<file path="config.mk">
export PLATFORM = sky130hd
export DESIGN_NAME = bmqd_div
export DESIGN_NICKNAME = d
export VERILOG_FILES = /design/src/rtl/bmqd_div.sv
export SDC_FILE = /design/constraint.sdc
export NUM_CORES = 1
export LEC_CHECK = 0
export BUFFER_PORTS_ARGS = -buffer_cell sky130_fd_sc_hd__buf_4
export CAP_MARGIN = 20
export CORE_UTILIZATION = 35
export CTS_CLUSTER_SIZE = 16
export DETAILED_ROUTE_END_ITERATION = 10
export PLACE_DENSITY = 0.66
export SLEW_MARGIN = 20
export SYNTH_ARGS = -nofsm -noshare
export SYNTH_HDL_FRONTEND = slang
export SYNTH_SLANG_ARGS = --single-unit
</file>
<file path="constraint.sdc">
create_clock -name clock -period 4.9 [get_ports clock]
set_clock_uncertainty 0.1 [all_clocks]
set_input_delay 0.98 -clock clock [delete_from_list [all_inputs] [get_ports clock]]
set_output_delay 0.98 -clock clock [all_outputs]
set_load 0.05 [all_outputs]
</file>
<file path="src/rtl/bmqd_div.sv">
// Serial restoring divider, one quotient bit per cycle.
`timescale 1ns / 1ps
module bmqd_div #(
   parameter int DW = 13,
   parameter int VW = 7
) (
   input  logic          clock,
   input  logic          reset,
   input  logic          start,
   input  logic [DW-1:0] dividend,
   input  logic [VW-1:0] divisor,
   output logic          done,
   output logic [DW-1:0] quot,
   output logic [VW-1:0] rem
);

   localparam int CW = $clog2(DW + 1);

   logic [DW-1:0] quo_ff, quo_in;
   logic [VW-1:0] rem_ff, rem_in;
   logic [VW-1:0] dvs_ff, dvs_in;
   logic [CW-1:0] cnt_ff, cnt_in;
   logic          done_ff, done_in;
   logic [VW:0]   trial;
   logic          ge;

   always_comb begin
      trial   = {rem_ff, quo_ff[DW-1]};
      ge      = trial >= {1'b0, dvs_ff};
      quo_in  = quo_ff;
      rem_in  = rem_ff;
      dvs_in  = dvs_ff;
      cnt_in  = cnt_ff;
      done_in = 1'b0;
      if (start) begin
         quo_in = dividend;
         rem_in = '0;
         dvs_in = divisor;
         cnt_in = CW'(DW);
      end else if (cnt_ff != '0) begin
         rem_in  = ge ? VW'(trial - {1'b0, dvs_ff}) : VW'(trial);
         quo_in  = {quo_ff[DW-2:0], ge};
         cnt_in  = cnt_ff - CW'(1);
         done_in = (cnt_ff == CW'(1));
      end
   end

   always_ff @(posedge clock) begin
      if (reset) begin
         cnt_ff  <= '0;
         done_ff <= 1'b0;
      end else begin
         cnt_ff  <= cnt_in;
         done_ff <= done_in;
      end
   end

   always_ff @(posedge clock) begin
      quo_ff <= quo_in;
      rem_ff <= rem_in;
      dvs_ff <= dvs_in;
   end

   assign done = done_ff;
   assign quot = quo_ff;
   assign rem  = rem_ff;

endmodule

</file>
# == Word-level counts from Yosys, hierarchy flattened ==
# Cells that the tools add are included.
# totals
reg_bits,32
in_bits,23
out_inout_bits,21
word_cells,20
# classes
addsub,2
magnitude_cmp,1
n_eq_ne,1
muxes,5
bitwise,1
reduce_logical,4
# op_table
operator,n
two-way mux 13 bit,2
>= comparator 8 x 7 -> 1 bit,1
two-way mux 4 bit,2
two-way mux 7 bit,1
subtractor 7 bit,1
equality test 4 x 1 -> 1 bit (second input constant),1
nonzero test 4 bit,1
subtractor 4 x 1 -> 4 bit (second input constant),1
OR reduction 3 bit,1
nonzero test 2 bit,1
OR reduction 2 bit,1
inverter 1 bit,1

# == Logic depth before layout (Yosys ltp) ==
# logic_depth
word_depth,3
depth_mapped,9
mapped_depth_nobuf,8

# == Worst setup path after synthesis ==
# OpenSTA, ideal clock, no wires.
# synth_path
kind,reg2reg
from,"register quo_ff[12], in the netlist quot[12]"
to,"register rem_ff[5], in the netlist rem[5]"
setup_ps,91
t_arrival_ps,2294
required_ps,4709
path_slack_ps,2415
path_stages_with_launch,10
path_buffers,1
period_less_slack_ps,2485
cell_sequence,edfxtp_1 -> inv_1 -> ha_1 -> fa_1 -> nand2b_1 -> a211oi_2 -> nor3_2 -> buf_6 -> a21o_2 -> a311oi_1
# synth_between
elab_chain_cells,2
elab_cells_between_ends,3
classes_between,add/sub (1); order compare (1); mux (1)
# synth_rtl
item,line,source
from (decl),19,"logic [DW-1:0] quo_ff, quo_in;"
from (signal assigned),59,quo_ff <= quo_in;
subtractor 7 bit or >= comparator 8 x 7 -> 1 bit (tied branches),"41, 29",
two-way mux 7 bit *,41,"rem_in = ge ? VW'(trial - {1'b0, dvs_ff}) : VW'(trial);"
to (signal assigned),60,rem_ff <= rem_in;
to (decl),20,"logic [VW-1:0] rem_ff, rem_in;"
# Every way passes the cells marked *; elsewhere a longest branch is shown, timed or not.
# A chain may end at the register's enable or synchronous reset.

# == Final worst setup path ==
# layout_path
from,"register rem_ff[4], in the netlist rem[4]"
to,"register rem_ff[0], in the netlist rem[0]"
# layout_between
elab_chain_cells,2
# layout_rtl
item,line,source
>= comparator 8 x 7 -> 1 bit,29,"ge = trial >= {1'b0, dvs_ff};"
two-way mux 7 bit,41,
# Every way passes these cells.

==> metrics.log <==
[metrics] most numerous cell types in the synthesized netlist: 20 x edfxtp_1, 20 x nor2_1, 13 x inv_1, 13 x mux2_2, 12 x dfxtp_1
[metrics] Worst Path Class, Setup: flop to flop
[metrics] clock insertion delay at the later pin of the skew report: 280 ps
[metrics] Final min period: between 2000 and 2500 ps
[metrics] Port Buffer Count: 43
[metrics] number of flops mapped to enable cells by yosys: 20
[metrics] Post-Syn Area: 1690 sq um
[metrics] ys async rst share: 0%
[metrics] TritonCTS sink count: 32
[metrics] Post-DP HPWL: 2290 um
[metrics] total count of max-transition violations in the final report: 0
[metrics] initial antenna violation count: 0
[metrics] vias in the first global route: ~1200
[metrics] proportion of synthesized area in mux cells: 12.2%
[metrics] min-delay worst type: flop to flop
[metrics] antenna cells: 0
[metrics] # DRC: 0
[metrics] number of synthesis warnings: 0
[metrics] final hold viol count: 0
[metrics] Area growth syn-to-layout: 25.6%
[metrics] total vias in the final route: 1224
[metrics] global-route wire length before repair: 5380 um
[metrics] CTS Root Buffer Type: clkbuf_8
[metrics] core area: 4500 sq um
[metrics] Longest Clk Path Bufs: 2
[metrics] Cells after Synth: 150
[metrics] final layout net count: 227
[metrics] register bit total from synthesis: 32
[metrics] drt initial violations: 27
[metrics] fraction of the mapped netlist area in adder cells: 7.85%
[metrics] final setup vio count: 0
[metrics] count of maximum capacitance violations: 0
[metrics] sequential fraction of the synthesis area: between 40% and 50%
[metrics] Worst Path Arrival: 2550 ps
[metrics] DIE AREA: between 5000 and 6000 sq um
[metrics] maximum vdd drop: roughly 240 uV
[metrics] hold-fix buffers at CTS: 0
[metrics] Leak: 0.000924 uW
[metrics] main combinational cell family by area after synthesis: simple AND/OR/NAND/NOR gates
[metrics] status: finished, final reports clean
[metrics] fraction of synthesized cell area taken by the top area cell type: between 30% and 40%
[metrics] Layout Cell Area excl Fill: 2120 sq um
[metrics] kind of start point of the critical path: flop
[metrics] XOR/XNOR Fraction of Synth Area: ~2.1%
[metrics] Vias per Instance: 4.96
[metrics] largest net degree at the start of global routing: 36
[metrics] net count after synthesis: 183
[metrics] aggregate negative setup slack: 0 ps
[metrics] library cells used by synthesis: 41
[metrics] Simple-Gate Fraction of Synth Area: a little over an eighth
[metrics] clk slew on worst S/H paths: about 60 ps
[metrics] commonest register cell after synthesis: edfxtp_1
[metrics] IO Count: 44
[metrics] worst max-slew margin expressed relative to the limit: 50.1%
[metrics] non-filler cells, final: 247
[metrics] Overflow after GRT: 0
[metrics] Total Routed Length: 3220 um
[metrics] Post-Syn Area per Cell: 11.3 sq um
[metrics] vertical extent of the die: 71.5 um
[metrics] number of buffers inserted by post-CTS setup repair: 0
[metrics] Synth Area in Compound Gates: 9.85%
[metrics] dpl cells: 239
[metrics] post-route fraction of the period consumed by the critical path: about half
[metrics] H-tree levels: 2
[metrics] fraction of layout instances using a drive strength above 1: 35.9%
[metrics] largest fanout on the critical path: 11
[metrics] placer congestion estimate: 0.792
[metrics] RSZ-0062 raised after global routing: false
[metrics] routed wirelength normalized by instance count: 13.0 um
[metrics] Starting Density: ~38%
[metrics] die boundary width: 71.5 um
[metrics] power per standard cell area: approximately 540 nW/um^2
[metrics] area leader, netlist: edfxtp_1
[metrics] Routed Antenna Nets: 0
[metrics] Worst setup EP type: flop
[metrics] number of placement rows: 24
[metrics] Tightest Pin Transition: 745 ps
[metrics] TritonCTS clock tree: done
[metrics] post-cts sizing count: 0
[metrics] overall track demand over capacity in global routing: between 10% and 20%
[metrics] maximum clock frequency: approximately 410 MHz
[metrics] top area cells in the synthesized netlist: edfxtp_1 36%, dfxtp_1 14%, mux2_2 8.7%, ha_1 6.7%, nor2_1 4.4%
[metrics] placed instance area: 2040 sq um
[metrics] worst path required time: 5000 ps
[metrics] clock buffer count from CTS: 5
[metrics] DRT Pass-1 Iters: 4
[flip-flops by register name, indices dropped and copies added, names as in the netlist]
name / cells
quot: 13
dvs_ff: 7
rem: 7
cnt_ff: 4
done: 1
[worst paths after layout]
check,start,end,slack [ps],depth (start not counted)
worst min-delay path,rem[6],rem[6],420,2
worst max-delay path,rem[4],rem[0],2450,6
worst max register to register,rem[4],rem[0],2450,6
worst min register to register,rem[6],rem[6],420,2
[layer usage]
layer | wire length [um] | up-vias | GRT usage [%]
li1 | - | 631 | -
met1 | 1530 | 553 | 16.9
met2 | 1420 | 38 | 22.2
met3 | 250 | 2 | 6.75
met4 | 21 | 0 | 3.27
met5 | 0 | - | 0
[layout make-up]
type | count | area [sq um]
clock inverter | 1 | 5.00
clock buffer | 7 | 76.3
timing repair buffer | 43 | 323
fill | 442 | 2380
sequential | 32 | 841
inverter | 13 | 48.8
tap | 52 | 65.1
multi-input combinational | 99 | 762
[per-stage QoR]
stage / total power (uW) / utilization [%] / hold WS [ps] / worst slack (ps)
floorplan: 836 / - / 381 / 2420
global placement: 958 / 45.3 / 405 / 2480
detailed placement: 958 / 45.3 / 411 / 2450
CTS: 1160 / 47.1 / 424 / 2430
global route: 1220 / 47.1 / 441 / 2270
finish: 1150 / 47.1 / 417 / 2450
[worst max-delay path, cell delays in order (launching register included)]
cell and delay, ps:
dfxtp_1 330, ha_1 420, a21oi_2 170, o21ai_1 90, nor3_2 640, mux2_2 400
a211oi_1 210
[where the power goes]
group / total [uW] / switching (uW) / internal, uW / leakage [uW]
combinational: 564 / 350 / 213 / 0.000579
sequential: 390 / 43.5 / 347 / 0.000304
clock: 195 / 95.2 / 99.5 / 0.0000422
total: 1150 / 489 / 660 / 0.000924
[kinds of logic (layout without fill, tap and decap cells)]
logic type      count (synthesis)  count (layout)
fa+ha+maj                      10              10
compound gates                 23              23
mux                            19              19
flops                          32              32
xor+xnor                        4               4
simple gates                   43              43
buf+inv                        19              64
[layout by cell type (no fill, tap or decap), types with 2 or more instances in the layout]
cell / netlist / final
nand2_1: 4 / 4
clkbuf_8: 0 / 5
a211oi_1: 5 / 5
clkbuf_1: 2 / 2
ha_1: 9 / 9
inv_1: 13 / 13
a21oi_1: 6 / 6
nand2b_1: 3 / 3
nor3_1: 3 / 3
mux2i_1: 6 / 6
buf_4: 0 / 43
nor2_1: 20 / 20
a311oi_1: 2 / 2
mux2_2: 13 / 13
xnor2_1: 2 / 2
dfxtp_1: 12 / 12
and2b_2: 2 / 2
edfxtp_1: 20 / 20
xor2_1: 2 / 2
Power figures use the tool's default switching activity.
